File: src/sv/iyu_pkg.sv
// Types and constants shared by the yaw unwrap block.
package iyu_pkg;

    localparam int CNT_W      = 4;
    localparam int CFG_ADDR_W = 1;
    localparam int CFG_DATA_W = 8;

    localparam logic [CFG_ADDR_W-1:0] REG_SYNC_BYTE  = 1'd0;
    localparam logic [CFG_ADDR_W-1:0] REG_ANGLE_TYPE = 1'd1;

    localparam logic [7:0] SYNC_BYTE_RST  = 8'h55;
    localparam logic [7:0] ANGLE_TYPE_RST = 8'h53;

    localparam logic [CNT_W-1:0] TYPE_POS     = 4'd1;
    localparam logic [CNT_W-1:0] YAW_LOW_POS  = 4'd6;
    localparam logic [CNT_W-1:0] YAW_HIGH_POS = 4'd7;

    localparam logic [15:0] RAW_90  = 16'd16384;
    localparam logic [15:0] RAW_270 = 16'd49152;

    typedef struct packed {
        logic [7:0] rx_byte;
        logic       mode;
    } sample_t;

    typedef struct packed {
        logic               mode_out;
        logic               angle_valid;
        logic signed [31:0] unwrapped_yaw;
        logic [31:0]        yaw_delta;
    } result_t;

    typedef struct packed {
        logic        mode;
        logic        is_angle;
        logic [15:0] raw_yaw;
    } frame_t;

endpackage

File: src/sv/iyu_fifo.sv
// Small register queue used between the parser and the unwrap stage and at the output.
module iyu_fifo #(
    parameter int WIDTH = 8,
    parameter int DEPTH = 2
) (
    input  logic             clk,
    input  logic             rst_n,
    input  logic             wr_en,
    input  logic [WIDTH-1:0] wr_data,
    input  logic             rd_en,
    output logic [WIDTH-1:0] rd_data,
    output logic             full,
    output logic             empty
);

    localparam int PTR_W = (DEPTH > 1) ? $clog2(DEPTH) : 1;
    localparam int CNT_W = $clog2(DEPTH + 1);

    logic [WIDTH-1:0] mem_reg [DEPTH];
    logic [PTR_W-1:0] wr_ptr_reg, wr_ptr_next;
    logic [PTR_W-1:0] rd_ptr_reg, rd_ptr_next;
    logic [CNT_W-1:0] count_reg, count_next;
    logic             do_wr, do_rd;

    assign full    = (count_reg == CNT_W'(DEPTH));
    assign empty   = (count_reg == '0);
    assign do_wr   = wr_en & ~full;
    assign do_rd   = rd_en & ~empty;
    assign rd_data = mem_reg[rd_ptr_reg];

    always_comb
    begin
        wr_ptr_next = wr_ptr_reg;
        rd_ptr_next = rd_ptr_reg;
        count_next  = count_reg;
        if (do_wr)
        begin
            wr_ptr_next = (wr_ptr_reg == PTR_W'(DEPTH - 1)) ? '0 : wr_ptr_reg + 1'b1;
        end
        if (do_rd)
        begin
            rd_ptr_next = (rd_ptr_reg == PTR_W'(DEPTH - 1)) ? '0 : rd_ptr_reg + 1'b1;
        end
        if (do_wr && !do_rd)
        begin
            count_next = count_reg + 1'b1;
        end
        else if (do_rd && !do_wr)
        begin
            count_next = count_reg - 1'b1;
        end
    end

    always_ff @(posedge clk or negedge rst_n)
    begin
        if (!rst_n)
        begin
            wr_ptr_reg <= '0;
            rd_ptr_reg <= '0;
            count_reg  <= '0;
        end
        else
        begin
            wr_ptr_reg <= wr_ptr_next;
            rd_ptr_reg <= rd_ptr_next;
            count_reg  <= count_next;
        end
    end

    always_ff @(posedge clk)
    begin
        if (do_wr)
        begin
            mem_reg[wr_ptr_reg] <= wr_data;
        end
    end

endmodule

File: src/sv/iyu_front.sv
// Frame parser: header sync, byte counting, field capture and type classification.
module iyu_front #(
    parameter int FRAME_LEN = 11
) (
    input  logic                           clk,
    input  logic                           rst_n,
    input  logic                           cfg_we,
    input  logic [iyu_pkg::CFG_ADDR_W-1:0] cfg_addr,
    input  logic [iyu_pkg::CFG_DATA_W-1:0] cfg_wdata,
    input  logic                           accept,
    input  iyu_pkg::sample_t               sample,
    output logic                           frame_push,
    output iyu_pkg::frame_t                frame
);

    import iyu_pkg::*;

    localparam logic [CNT_W-1:0] LAST_POS = CNT_W'(FRAME_LEN - 1);

    logic [CNT_W-1:0] count_reg, count_next;
    logic [7:0]       sync_reg;
    logic [7:0]       atype_reg;
    logic [7:0]       type_reg;
    logic [7:0]       low_reg;
    logic [7:0]       high_reg;
    logic             take;

    assign take       = accept && !(count_reg == '0 && sample.rx_byte != sync_reg);
    assign frame_push = take && (count_reg == LAST_POS);

    always_comb
    begin
        count_next = count_reg;
        if (take)
        begin
            count_next = (count_reg == LAST_POS) ? '0 : count_reg + 1'b1;
        end
    end

    always_comb
    begin
        frame.mode          = sample.mode;
        frame.is_angle      = (type_reg == atype_reg);
        frame.raw_yaw[15:8] = (count_reg == YAW_HIGH_POS) ? sample.rx_byte : high_reg;
        frame.raw_yaw[7:0]  = (count_reg == YAW_LOW_POS) ? sample.rx_byte : low_reg;
    end

    always_ff @(posedge clk or negedge rst_n)
    begin
        if (!rst_n)
        begin
            count_reg <= '0;
            sync_reg  <= SYNC_BYTE_RST;
            atype_reg <= ANGLE_TYPE_RST;
        end
        else
        begin
            count_reg <= count_next;
            if (cfg_we)
            begin
                unique case (cfg_addr)
                    REG_SYNC_BYTE:  sync_reg  <= cfg_wdata;
                    REG_ANGLE_TYPE: atype_reg <= cfg_wdata;
                    default:        ;
                endcase
            end
        end
    end

    always_ff @(posedge clk)
    begin
        if (take)
        begin
            if (count_reg == TYPE_POS)
            begin
                type_reg <= sample.rx_byte;
            end
            if (count_reg == YAW_LOW_POS)
            begin
                low_reg <= sample.rx_byte;
            end
            if (count_reg == YAW_HIGH_POS)
            begin
                high_reg <= sample.rx_byte;
            end
        end
    end

endmodule

File: src/sv/iyu_back.sv
// Unwrap stage: per-mode turn tracking, unwrapped yaw and start-to-end delta.
module iyu_back #(
    parameter int TURN_BITS = 16
) (
    input  logic             clk,
    input  logic             rst_n,
    input  logic             frame_avail,
    input  iyu_pkg::frame_t  frame,
    input  logic             res_full,
    output logic             frame_pop,
    output logic             res_push,
    output iyu_pkg::result_t res
);

    import iyu_pkg::*;

    localparam logic signed [TURN_BITS-1:0] TMAX = {1'b0, {(TURN_BITS-1){1'b1}}};
    localparam logic signed [TURN_BITS-1:0] TMIN = {1'b1, {(TURN_BITS-1){1'b0}}};

    logic [15:0]                 last_raw_reg [2];
    logic signed [TURN_BITS-1:0] turn_reg [2];
    logic signed [31:0]          start_yaw_reg;

    logic                        go;
    logic [15:0]                 last;
    logic signed [TURN_BITS-1:0] t_cur, t_new;
    logic signed [15:0]          t_ext;
    logic signed [31:0]          unw;
    logic [32:0]                 d_fwd, d_rev;

    assign go        = frame_avail && !res_full;
    assign frame_pop = go;
    assign res_push  = go;

    always_comb
    begin
        last  = last_raw_reg[frame.mode];
        t_cur = turn_reg[frame.mode];
        t_new = t_cur;
        if (last < RAW_90 && frame.raw_yaw > RAW_270)
        begin
            if (t_cur != TMIN)
            begin
                t_new = t_cur - 1'b1;
            end
        end
        else if (last > RAW_270 && frame.raw_yaw < RAW_90)
        begin
            if (t_cur != TMAX)
            begin
                t_new = t_cur + 1'b1;
            end
        end
        t_ext = 16'(t_new);
        unw   = {t_ext, frame.raw_yaw};
        d_fwd = {unw[31], unw} - {start_yaw_reg[31], start_yaw_reg};
        d_rev = {start_yaw_reg[31], start_yaw_reg} - {unw[31], unw};
    end

    always_comb
    begin
        res.mode_out      = frame.mode;
        res.angle_valid   = frame.is_angle;
        res.unwrapped_yaw = '0;
        res.yaw_delta     = '0;
        if (frame.is_angle)
        begin
            res.unwrapped_yaw = unw;
            if (frame.mode)
            begin
                res.yaw_delta = d_fwd[32] ? d_rev[31:0] : d_fwd[31:0];
            end
        end
    end

    always_ff @(posedge clk or negedge rst_n)
    begin
        if (!rst_n)
        begin
            last_raw_reg[0] <= '0;
            last_raw_reg[1] <= '0;
            turn_reg[0]     <= '0;
            turn_reg[1]     <= '0;
            start_yaw_reg   <= '0;
        end
        else if (go && frame.is_angle)
        begin
            last_raw_reg[frame.mode] <= frame.raw_yaw;
            turn_reg[frame.mode]     <= t_new;
            if (!frame.mode)
            begin
                start_yaw_reg <= unw;
            end
        end
    end

endmodule

File: src/sv/imu_frame_yaw_unwrap.sv
// Top level of the IMU serial frame yaw unwrap block.
//
// Input channel: one received serial byte with its mode bit per word, taken
// when push is high and full is low; a new byte can be taken each such cycle.
// The parser syncs on the header byte, counts FRAME_LEN bytes and, on the
// last one, hands a frame word to a two-entry queue. The unwrap stage takes
// one frame word per cycle unless the output queue is full, updates the
// per-mode turn count and start yaw, and writes a result into a two-entry
// output queue. Result channel: a result word is shown while empty is low
// and leaves on pop; it passes through the frame queue, then the output queue.
// Configuration: cfg_we writes cfg_wdata into the register at cfg_addr
// (0 header byte, 1 angle frame type) at the clock edge.
// Reset clears the byte counter, turn counts, last yaws and start yaw and
// restores the register defaults. When pop stays low, the output queue and
// then the frame queue fill and full rises; full is set only by the frame
// queue, so bytes keep flowing until two frames wait behind two results.
module imu_frame_yaw_unwrap #(
    parameter int FRAME_LEN = 11,
    parameter int TURN_BITS = 16
) (
    input  logic                           clk,
    input  logic                           rst_n,
    input  logic                           cfg_we,
    input  logic [iyu_pkg::CFG_ADDR_W-1:0] cfg_addr,
    input  logic [iyu_pkg::CFG_DATA_W-1:0] cfg_wdata,
    input  logic                           push,
    output logic                           full,
    input  iyu_pkg::sample_t               sample,
    input  logic                           pop,
    output logic                           empty,
    output iyu_pkg::result_t               result
);

    import iyu_pkg::*;

    localparam int QDEPTH = 2;

    logic                    accept;
    logic                    frame_push;
    frame_t                  frame_in;
    logic [$bits(frame_t)-1:0] frame_vec;
    logic                    frame_empty;
    logic                    frame_pop;
    logic                    res_push;
    logic                    res_full;
    result_t                 res;
    logic [$bits(result_t)-1:0] result_vec;

    assign accept = push & ~full;

    iyu_front #(
        .FRAME_LEN (FRAME_LEN)
    ) u_front (
        .clk        (clk),
        .rst_n      (rst_n),
        .cfg_we     (cfg_we),
        .cfg_addr   (cfg_addr),
        .cfg_wdata  (cfg_wdata),
        .accept     (accept),
        .sample     (sample),
        .frame_push (frame_push),
        .frame      (frame_in)
    );

    iyu_fifo #(
        .WIDTH ($bits(frame_t)),
        .DEPTH (QDEPTH)
    ) u_frame_q (
        .clk     (clk),
        .rst_n   (rst_n),
        .wr_en   (frame_push),
        .wr_data (frame_in),
        .rd_en   (frame_pop),
        .rd_data (frame_vec),
        .full    (full),
        .empty   (frame_empty)
    );

    iyu_back #(
        .TURN_BITS (TURN_BITS)
    ) u_back (
        .clk         (clk),
        .rst_n       (rst_n),
        .frame_avail (~frame_empty),
        .frame       (frame_t'(frame_vec)),
        .res_full    (res_full),
        .frame_pop   (frame_pop),
        .res_push    (res_push),
        .res         (res)
    );

    iyu_fifo #(
        .WIDTH ($bits(result_t)),
        .DEPTH (QDEPTH)
    ) u_result_q (
        .clk     (clk),
        .rst_n   (rst_n),
        .wr_en   (res_push),
        .wr_data (res),
        .rd_en   (pop),
        .rd_data (result_vec),
        .full    (res_full),
        .empty   (empty)
    );

    assign result = result_t'(result_vec);

endmodule

File: config.mk
export PLATFORM = sky130hd
export DESIGN_NAME = imu_frame_yaw_unwrap
export DESIGN_NICKNAME = d
export VERILOG_FILES = /design/src/sv/iyu_pkg.sv /design/src/sv/iyu_fifo.sv /design/src/sv/iyu_front.sv /design/src/sv/iyu_back.sv /design/src/sv/imu_frame_yaw_unwrap.sv
export SDC_FILE = /design/constraint.sdc
export NUM_CORES = 1
export LEC_CHECK = 0
export ABC_CLOCK_PERIOD_IN_PS = 9300
export BUFFER_PORTS_ARGS = -buffer_cell sky130_fd_sc_hd__buf_4
export CORE_MARGIN = 10
export CORE_UTILIZATION = 63
export CTS_CLUSTER_DIAMETER = 50
export DETAILED_ROUTE_END_ITERATION = 8
export PLACE_DENSITY = 0.88
export SYNTH_ARGS = -nofsm -noshare
export SYNTH_HDL_FRONTEND = slang
export SYNTH_SLANG_ARGS = --single-unit
File: constraint.sdc
create_clock -name clk -period 9.3 [get_ports clk]
set_clock_uncertainty 0.05 [all_clocks]
set_input_delay 0.93 -clock clk [delete_from_list [all_inputs] [get_ports clk]]
set_output_delay 0.93 -clock clk [all_outputs]
set_load 0.02 [all_outputs]
; ---- After elaboration in Yosys (flattened, before gate mapping)
; Memories as Yosys holds them, arrays and structs flattened.
; Cells that the tools add are included.
[word_totals]
ff_bits = 148
ramBits = 168
input_bits = 23
output_inout_bits = 68
elab_cells = 119
n_memories = 2
[memory_table]
columns = name, words, width, read_ports, rd_ports_with_merged_regs, wr, line
row1 = u_result_q.mem_reg, 2, 66, 1, 0, 1, iyu_fifo.sv:19  ; logic [WIDTH-1:0] mem_reg [DEPTH];
row2 = u_frame_q.mem_reg, 2, 18, 1, 0, 1, iyu_fifo.sv:19
[op_classes]
n_addsub = 13
n_lt_le_gt_ge = 6
eq_ne = 10
mux = 32
bitwise = 12
reduce_logical = 27
[op_table]
columns = cell, count
row1 = $mux 16, 11
row2 = $bwmux 32, 2
row3 = $mux 32, 2
row4 = $mux 64, 1
row5 = $sub 32x32->33, 1
row6 = $gt 16x16->1 const B, 2
row7 = $lt 16x15->1 const B, 2
row8 = $ne 16x16->1 const B, 2
row9 = $sub 32x32->32, 1
row10 = $add 16x1->16 const B, 1
row11 = $demux 16 s1, 1
row12 = $mux 8, 2
row13 = $sub 16x1->16 const B, 1
row14 = $logic_and 1x1->1, 12
row15 = $eq 4x3->1 const B, 2
row16 = $eq 8x8->1, 1
row17 = $mux 1, 8
row18 = $mux 2, 4
row19 = $ne 8x8->1, 1
row20 = $reduce_and 2->1, 4
row21 = $logic_not 1->1, 6
row22 = $not 1->1, 6
row23 = $and 1x1->1, 5
row24 = $add 1x1->1 const B, 4
row25 = 13 further kinds, 18

; ---- Depth between registers and ports, before layout
; Gate-level depths: netlist of the first run.
; An unclocked memory read counts as a cell.
[logic_depth]
depth_word = 13
depth_mapped = 33
ltp_nobuf = 27

; ---- By module
; A second synthesis of the first run with hierarchy kept.
[hier_totals]
hier_cells = 1437
area_unflattened_um2 = 15905.3
[modules_own_cells]
columns = module, instances, cells_per_inst, area_each_um2, seq_area_each_um2
row1 = iyu_back, 1, 1007, 7303.3, 1601.5
row2 = iyu_fifo at u_result_q, 1, 224, 5072.4, 4063.9
row3 = iyu_front, 1, 129, 1966.9, 1231.2
row4 = iyu_fifo at u_frame_q, 1, 75, 1545.2, 1181.1
row5 = imu_frame_yaw_unwrap, 1, 2, 17.5, 0.0

; ---- Worst setup path after synthesis of the first run
; No wires, ideal clock.
[synth_timing]
path_type = reg-to-reg
start = register u_frame_q.rd_ptr_reg
end = memory u_result_q.mem_reg[0][22] (netlist bit) (data pin)
setup_time_ns = 0.270
arrival_ns = 5.647
required_ns = 8.980
slack_ns = 3.333
path_stages_with_launch = 30
n_path_buf = 5
period_less_slack_ns = 5.967
cell_sequence = dfrtp_1 -> buf_6 -> mux2i_4 -> inv_2 -> buf_6 -> buf_6 -> a21oi_1 -> inv_1 -> ha_1 -> and3_1 -> a31oi_1 -> o21a_1 -> nand2_2 -> nor4_1 -> a31oi_1 -> xnor2_1 -> inv_1 -> ha_1 -> buf_6 -> and3_4 -> buf_6 -> a2111o_1 -> a21o_1 -> a21oi_2 -> nand2_1 -> o31ai_4 -> mux2_2 -> o211ai_1 -> xor2_1 -> nor2_1
[synth_rtl]
columns = element, line
row1 = "start, declared", iyu_fifo.sv:21  ; logic [PTR_W-1:0] rd_ptr_reg, rd_ptr_next;
row2 = "start signal, assigned", iyu_fifo.sv:65  ; rd_ptr_reg <= rd_ptr_next;
row3 = "end, declared", iyu_fifo.sv:19

==> results.tsv, run 1 <==
metric	value	unit
Detail Route Antenna Nets	0	
max FFs per register	132	
Cells after DPL	1761	
clock root buffer	clkbuf_16	
DR pass1 iterations	7	
total number of vias	11187	
drt total wl	37030	um
Yosys reg bits	284	
EDFF count, synth	192	
gr ovfl total	0	
Yosys cell types	82	
Fin. Hold Viols	0	
clock latency on the worst-skew pair	0.57	ns
Seq/Total Area, Yosys	0.5208	
CTS Hold Bufs	0	
CTS Buf Count	29	
RePlAce Congestion	0.9472	
non-filler cells in the finished layout	1815	
H-tree levels	1	
critical path type	reg2reg	
Slew Viols, Final	0	
largest net degree at the start of global routing	70	
Setup violations, final	0	
crit end category	register	
antenna cells	0	
Period minus WS final	7.170	ns
Initial Utilization	0.6397	
die width	176.9	um
Ys Warns	0	
multi-input logic area	6840	um^2
Nets	1557	
Cells after Synth	1398	
die area	31300	um^2
initial drt markers	1162	
worst-path fanout max	32	
clock sink count	284	
slowest stage delay, CP	0.60	ns
Area growth syn-to-layout	11.80	%
Rows	57	
Worst slew margin	0.2729	
CTS tree	built	
post-CTS sizing	0	
Net Count, Synth	1487	
fillers	1721	
Die Y	176.9	um
CORE AREA	24250	um^2
Mapped Area	15510	um^2
unrepaired setup endpoints after global routing	false	
dpl hpwl	26340	um
routed length per instance	20.40	um
Worst path slowest cell	o31a_1	
Min-Delay Path Class	in2async	
CP required	9.55	ns
Mean Syn Cell Area	11.10	um^2
post-CTS setup buffer count	0	
DRC viols	0	
Fmax	139.5	MHz
Worst setup SP type	register	
io pins	91	
initial antenna violation count	0	
Slew @ Worst Pin	1.091	ns
final worst-path cycle share	0.7710	
top_reg_cell synth	edfxtp_1	
Critical Path AT	7.42	ns
port bufs	90	
Fin Hold WS	0.2196	ns
CTS clk-pin slew, worst paths	0.06	ns
register area	8079	um^2
DR vias/cell	6.164	
gr usage total	0.2320	
first-pass GRT wire length	58930	um
clk buf depth	3	
TNS Setup	0	ns
status	finished, final reports clean	
vias in the first global route	11033	
layout cells sized above 1	0.2052	
ys async rst share	0.3239	
max-cap violations	0	
through the flow:
stage	util	instance area [um^2]	worst slack, ns
floorplan	-	15510	3.333
global placement	0.6780	16440	2.557
detailed placement	0.6780	16440	2.311
CTS	0.7152	17340	2.278
global route	0.7152	17340	1.582
finish	0.7152	17340	2.130
path summary, 6_finish.rpt:
check | startpoint | slack, ns | cells past startpoint | to
min | rst_n | 0.22 | 1 | u_back.start_yaw_reg[28]$_DFFE_PN0P_
min reg2reg | u_frame_q.count_reg[1]$_DFFE_PN0P_ | 0.47 | 1 | u_frame_q.count_reg[1]$_DFFE_PN0P_
max reg2reg | u_frame_q.rd_ptr_reg$_DFFE_PN0P_ | 2.13 | 28 | u_result_q.mem_reg[0][4]$_DFFE_PP_
min in group clk | u_frame_q.count_reg[1]$_DFFE_PN0P_ | 0.47 | 1 | u_frame_q.count_reg[1]$_DFFE_PN0P_
max | u_frame_q.rd_ptr_reg$_DFFE_PN0P_ | 2.13 | 28 | u_result_q.mem_reg[0][4]$_DFFE_PP_
max in group asynchronous | rst_n | 7.75 | 2 | u_result_q.rd_ptr_reg$_DFFE_PN0P_
worst max-delay path: cells and delay by family (launching register included):
kind / cells / cell delay (ns)
compound gates: 12 / 3.15
xor+xnor: 2 / 0.52
fa+ha+maj: 2 / 0.43
buf+inv: 5 / 1.17
flops: 1 / 0.42
mux: 1 / 0.20
simple gates: 6 / 0.95
layout make-up:
class / instances / area share
clock buffer: 35 / 0.04372
clock inverter: 19 / 0.008225
inverter: 79 / 0.01717
multi-input combinational: 965 / 0.3944
sequential: 284 / 0.4659
tap: 324 / 0.02338
timing repair buffer: 109 / 0.04719
synth_stat cells, types with 40 or more instances:
cell / number / share of area
xnor2_1: 46 / 0.026
inv_1: 76 / 0.018
clkbuf_1: 41 / 0.0099
dfrtp_1: 84 / 0.14
edfxtp_1: 192 / 0.37
nor2_1: 173 / 0.042
nand2_1: 53 / 0.013
a21oi_1: 129 / 0.042
o21ai_0: 40 / 0.013
a21o_1: 43 / 0.021
mux2_2: 107 / 0.078
ha_1: 64 / 0.052
cell families (layout without fill, tap and decap cells):
family	after synthesis	in the layout	share of synthesized area
muxes	137	137	0.09898
and+or+nand+nor	386	386	0.1205
adders and majority gates	66	66	0.05421
DFF	284	284	0.5208
AOI/OAI and AO/OA	311	311	0.1270
buffers and inverters	149	242	0.04130
xor gates and xnor gates	65	65	0.03719
routing by layer:
metal | track usage | wire (um)
met1 | 0.3192 | 15960
met2 | 0.3619 | 17020
met3 | 0.04544 | 2977
met4 | 0.07916 | 1067
met5 | 0 | 0
layout by cell type, fill, tap and decap left out, types with 5 or more instances in the layout:
cell type | netlist | layout
edfxtp_1 | 192 | 192
nor2_1 | 173 | 170
a21oi_1 | 129 | 129
buf_4 | 2 | 109
mux2_2 | 107 | 107
dfrtp_1 | 84 | 83
inv_1 | 76 | 76
ha_1 | 64 | 64
nand2_1 | 53 | 53
xnor2_1 | 46 | 46
a21o_1 | 43 | 43
o21ai_0 | 40 | 40
clkbuf_16 | 0 | 29
nand3_1 | 27 | 27
mux2i_1 | 27 | 26
nor3_1 | 22 | 22
nor4_1 | 23 | 22
xor2_1 | 18 | 18
nand4_1 | 17 | 17
a31oi_1 | 12 | 12
and3_1 | 11 | 11
o21a_1 | 11 | 11
nor2b_1 | 10 | 10
a211oi_1 | 9 | 9
and2_1 | 8 | 8
dfstp_2 | 8 | 8
o22ai_1 | 7 | 7
o21ai_1 | 7 | 7
clkinv_2 | 1 | 6
or3_1 | 6 | 6
clkinv_1 | 0 | 6
nand3b_1 | 5 | 5
o31ai_1 | 5 | 5
nand2b_1 | 5 | 5
clkbuf_1 | 41 | 5
Power of run 1 is not shown: default switching activity piles up to over one toggle a cycle in this logic, so the estimate is an artifact.
==> run 2: changes to the inputs <==
--- a/config.mk
+++ b/config.mk
@@ -5,13 +5,13 @@
 export SDC_FILE = /design/constraint.sdc
 export NUM_CORES = 1
 export LEC_CHECK = 0
-export ABC_CLOCK_PERIOD_IN_PS = 9300
+export ABC_CLOCK_PERIOD_IN_PS = 5960
 export BUFFER_PORTS_ARGS = -buffer_cell sky130_fd_sc_hd__buf_4
 export CORE_MARGIN = 10
-export CORE_UTILIZATION = 63
+export CORE_UTILIZATION = 56
 export CTS_CLUSTER_DIAMETER = 50
 export DETAILED_ROUTE_END_ITERATION = 8
-export PLACE_DENSITY = 0.88
+export PLACE_DENSITY = 0.83
 export SYNTH_ARGS = -nofsm -noshare
 export SYNTH_HDL_FRONTEND = slang
 export SYNTH_SLANG_ARGS = --single-unit
==> constraint.sdc (replaced) <==
create_clock -name clk -period 5.96 [get_ports clk]
set_clock_uncertainty 0.05 [all_clocks]
set_input_delay 0.596 -clock clk [delete_from_list [all_inputs] [get_ports clk]]
set_output_delay 0.596 -clock clk [all_outputs]
set_load 0.02 [all_outputs]
==> results.tsv, run 2 (synthesized netlist as in run 1, its figures left out) <==
metric	value	unit
Nets	1593	
Worst setup SP type	register	
Period minus WS final	5.758	ns
CTS tree	built	
Slew @ Worst Pin	1.091	ns
Fmax	173.7	MHz
die width	186.4	um
initial antenna violation count	0	
first-pass GRT wire length	59030	um
Detail Route Antenna Nets	0	
layout cells sized above 1	0.2258	
largest net degree at the start of global routing	65	
clock sink count	284	
dpl hpwl	26730	um
Worst R2R End	u_result_q.mem_reg[1][28]$_DFFE_PP_	
hold path cells	1	
max FFs per register	132	
worst-path fanout max	37	
drt total wl	37070	um
leading cell types in the layout, fill and taps excluded	edfxtp_1, nor2_1, buf_4	
Area growth syn-to-layout	15.00	%
Initial Utilization	0.5723	
critical path type	reg2reg	
Setup violations, final	0	
CP startpoint	u_frame_q.rd_ptr_reg$_DFFE_PN0P_	
max-cap violations	0	
fillers	2028	
Slew Viols, Final	0	
H-tree levels	1	
DR vias/cell	5.902	
initial drt markers	938	
io pins	91	
DR pass1 iterations	5	
CP required	6.29	ns
clk buf depth	3	
Design Area, Final	17840	um^2
CTS clk-pin slew, worst paths	0.06	ns
routed length per instance	19.51	um
slack of the critical path	0.2024	ns
CORE AREA	27100	um^2
CTS Buf Count	30	
Worst slew margin	0.2671	
Die Y	186.4	um
total number of vias	11213	
status	finished, final reports clean	
DRC viols	0	
multi-input logic area	6902	um^2
Register-to-Register Path Depth	22	
gr usage total	0.2039	
Rows	60	
clock root buffer	clkbuf_16	
clock latency on the worst-skew pair	0.58	ns
gr ovfl total	0	
final worst-path cycle share	0.9660	
register-to-register setup slack	0.20	ns
Fin. Hold Viols	0	
Critical Path End	u_result_q.mem_reg[1][28]$_DFFE_PP_	
Critical Path AT	6.09	ns
DP Area	16750	um^2
RePlAce Congestion	0.9612	
vias in the first global route	10972	
most common cell after layout, fill and taps aside	edfxtp_1	
R2R Path Start	u_frame_q.rd_ptr_reg$_DFFE_PN0P_	
port bufs	90	
crit end category	register	
pre-CTS WS	0.1386	ns
Min-Delay Path Class	in2reg	
die area	34760	um^2
register area	8079	um^2
antenna cells	0	
run 2: area by class of cell:
cell class,instances,area share
multi-input combinational,965,0.3869
timing repair buffer,144,0.06166
clock inverter,18,0.01024
inverter,79,0.01669
clock buffer,38,0.04545
sequential,284,0.4529
tap,372,0.02609
run 2: critical path, stage by stage, from the launching register on:
cell and delay, ns:
dfrtp_1 0.41, mux2i_4 0.27, inv_2 0.10, o21ai_1 0.21
ha_1 0.25, nand3_1 0.14, nor4_4 0.25, a31oi_4 0.07
nor3b_4 0.28, mux2_2 0.38, o21ai_0 0.27, ha_1 0.42
and3_4 0.25, a2111o_1 0.36, a21o_1 0.23, a21oi_2 0.16
nand2_1 0.14, o31a_1 0.31, buf_12 0.18, a211oi_4 0.27
nand4b_1 0.18, nand3_1 0.09, a21oi_1 0.25
run 2: how the worst min path moves through the flow:
stage                                    endpoint                                from  slack, ns
6_report       u_frame_q.mem_reg[1][17]$_DFFE_PP_                           sample[0]       0.18
5_1_grt        u_frame_q.mem_reg[1][17]$_DFFE_PP_                           sample[0]       0.16
4_1_cts        u_frame_q.mem_reg[0][17]$_DFFE_PP_                           sample[0]       0.16
3_5_place_dp   u_frame_q.count_reg[1]$_DFFE_PN0P_  u_frame_q.count_reg[1]$_DFFE_PN0P_       0.43
3_3_place_gp   u_frame_q.count_reg[1]$_DFFE_PN0P_  u_frame_q.count_reg[1]$_DFFE_PN0P_       0.42
2_1_floorplan  u_back.last_raw_reg[0]$_DFFE_PN0P_                               rst_n       0.25
run 2: through the flow:
stage,hold WS (ns),util,TNS (ns),instances
3_3_place_gp,0.4246,0.6181,0,1840
2_1_floorplan,0.2504,-,0,1398
3_5_place_dp,0.4281,0.6181,0,1840
6_report,0.1800,0.6582,0,1900
4_1_cts,0.1551,0.6551,0,1897
5_1_grt,0.1584,0.6582,-0.09884,1900
run 2: routing by layer:
metal	vias to the layer above	track usage	wire length (um)
met2	441	0.3180	16810
met4	0	0.06911	1081
met5	-	0	0
met3	65	0.03669	2772
li1	5297	-	-
met1	5410	0.2812	16410
run 2: what timing repair did:
item / CTS / global route
hold endpoints to repair: 28 / 0
gates resized for setup: 0 / 11
hold buffers: 1 / 0
buffers inserted: 0 / 3
setup endpoints to repair: 0 / 56
Power of run 2 is left out for the same reason.
==> run 3: changes to the inputs <==
--- a/config.mk
+++ b/config.mk
@@ -14,4 +14,5 @@
 export PLACE_DENSITY = 0.83
 export SYNTH_ARGS = -nofsm -noshare
 export SYNTH_HDL_FRONTEND = slang
+export SYNTH_HIERARCHICAL = 1
 export SYNTH_SLANG_ARGS = --single-unit
==> results.tsv, run 3 <==
metric	value	unit
status	finished with violations	
failing checks	hold timing	
Nets	1654	
slack of the critical path	0.2330	ns
gr ovfl total	0	
clock root buffer	clkbuf_16	
gr usage total	0.2189	
io pins	91	
Slew Viols, Final	0	
register-to-register setup slack	0.23	ns
leading cell types in the layout, fill and taps excluded	edfxtp_1, buf_4, nand2_1	
EDFF count, synth	192	
largest net degree at the start of global routing	50	
top post-synthesis cells by area	edfxtp_1, dfrtp_1, mux2_2	
Yosys reg bits	284	
Rows	61	
Slew @ Worst Pin	1.128	ns
die area	35540	um^2
Worst setup SP type	register	
Fin. Hold Viols	1	
Detail Route Antenna Nets	0	
layout cells sized above 1	0.2470	
pre-CTS WS	0.02488	ns
Min-Delay Path Class	in2async	
drt total wl	39920	um
top cells by count, synth	edfxtp_1, nand2_1, nor2_1	
Period minus WS final	5.727	ns
DR vias/cell	5.977	
CTS tree	built	
RePlAce Congestion	1.029	
Area growth syn-to-layout	16.88	%
CTS Buf Count	31	
slowest stage delay, CP	0.40	ns
initial drt markers	945	
clock latency on the worst-skew pair	0.59	ns
Yosys top cell area share	0.3625	
H-tree levels	1	
Worst path slowest cell	dfrtp_1	
dpl hpwl	29120	um
port bufs	90	
total number of vias	11769	
top_reg_cell synth	edfxtp_1	
most common cell after layout, fill and taps aside	edfxtp_1	
CORE AREA	27930	um^2
clk buf depth	3	
max-cap violations	0	
CP required	6.25	ns
DR pass1 iterations	6	
Ys Warns	6	
Critical Path AT	6.02	ns
crit end category	register	
critical path type	reg2reg	
Setup violations, final	0	
ys async rst share	0.3239	
Buf/Inv on CP	3	
initial antenna violation count	0	
final worst-path cycle share	0.9609	
Mean Syn Cell Area	11.07	um^2
CP Cell Sequence	mux2_4, mux2i_4, ha_1, and4bb_2, o221ai_1, nor2_1, nor4b_1, nor2_1, a21oi_4, xor2_2, inv_1, ha_4, a21o_1, a21o_1, a21o_1, or2_2, o22a_4, o31a_1, buf_12, buf_4, a211oi_1, a31oi_1, xor2_1, and2_1	
clock sink count	284	
routed length per instance	20.28	um
CP top delay family	compound AO/OA/AOI/OAI gates	
Die Y	188.5	um
Yosys top cell by area	edfxtp_1	
Util after Layout	0.6655	
die width	188.5	um
DRC viols	0	
CTS clk-pin slew, worst paths	0.07	ns
worst-path fanout max	15	
Mapped Area	15910	um^2
Yosys cell types	83	
Worst slew margin	0.2457	
vias in the first global route	11707	
Cells after Synth	1437	
antenna cells	0	
most frequent CP cell	a21o_1	
Seq/Total Area, Yosys	0.5079	
Fin Hold WS	-0.002215	ns
first-pass GRT wire length	63830	um
Net Count, Synth	1525	
Fmax	174.6	MHz
max FFs per register	132	
library cell with the highest instance count after synthesis	edfxtp_1	
Initial Utilization	0.5694	
[run 3: final timing paths]
path / from / to / depth (start not counted)
min reg2reg: u_back/last_raw_reg[7]$_DFFE_PN0P_ / u_back/last_raw_reg[7]$_DFFE_PN0P_ / 2
max: u_frame_q/rd_ptr_reg$_DFFE_PN0P_ / u_result_q/mem_reg[1][8]$_DFFE_PP_ / 24
min: rst_n / u_back/turn_reg[13]$_DFFE_PN0P_ / 1
min in group clk: sample[6] / u_front/type_reg[5]$_DFFE_PP_ / 1
max in group asynchronous: rst_n / u_result_q/rd_ptr_reg$_DFFE_PN0P_ / 2
max reg2reg: u_frame_q/rd_ptr_reg$_DFFE_PN0P_ / u_result_q/mem_reg[1][8]$_DFFE_PP_ / 24
[run 3: area by class of cell]
class / count / area, um^2
clock buffers: 34 / 797.0
clock inverters: 24 / 311.5
fillers: 2081 / 9344
inverters: 89 / 334.1
multi-input cells: 989 / 7256
flip-flops and latches: 284 / 8082
well taps: 378 / 473.0
repair buffers: 171 / 1338
[run 3: logic make-up (layout without fill, tap and decap cells)]
| group | count (synthesis) | after routing | share of synthesized area |
|---|---|---|---|
| muxes | 139 | 139 | 0.1066 |
| buffers and inverters | 165 | 318 | 0.04712 |
| adders and majority gates | 65 | 65 | 0.05208 |
| AOI/OAI and AO/OA | 318 | 319 | 0.1278 |
| xor gates and xnor gates | 64 | 64 | 0.03524 |
| DFF | 284 | 284 | 0.5079 |
| and+or+nand+nor | 402 | 402 | 0.1233 |
[run 3: routing by layer]
layer / vias up / routed length (um) / global-route usage
met3: 80 / 3183 / 0.03231
met5: - / 0 / 0
met1: 5667 / 17620 / 0.3093
met4: 0 / 1163 / 0.07234
met2: 535 / 17960 / 0.3393
li1: 5487 / - / -
[run 3: repair_timing]
| item | in CTS | in global routing |
|---|---|---|
| hold buffers | 0 | 0 |
| setup endpoints to repair | 0 | 50 |
| buffers inserted | 0 | 5 |
| resized for setup | 0 | 13 |
[run 3: worst register-to-register path: stages, from the launching register on]
cell and delay (ns):
dfrtp_1 0.40, mux2_4 0.37, mux2i_4 0.22, ha_1 0.25, and4bb_2 0.25, o221ai_1 0.27, nor2_1 0.13, nor4b_1 0.36
nor2_1 0.20, a21oi_4 0.17, xor2_2 0.16, inv_1 0.09, ha_4 0.22, a21o_1 0.17, a21o_1 0.17, a21o_1 0.21
or2_2 0.29, o22a_4 0.25, o31a_1 0.28, buf_12 0.16, buf_4 0.18, a211oi_1 0.23, a31oi_1 0.08, xor2_1 0.17
and2_1 0.17
[run 3: through the flow]
step | std cells | instance area, um^2 | hold slack (ns) | TNS (ns)
after floorplan | 1437 | 16010 | 0.2504 | 0
after global placement | 1905 | 17350 | 0.4135 | 0
after detailed placement | 1905 | 17350 | 0.4267 | 0
after CTS | 1963 | 18460 | 0.01472 | 0
after global routing | 1969 | 18590 | 0.04522 | -0.1148
final | 1969 | 18590 | -0.002215 | 0
Power of run 3 is left out for the same reason.
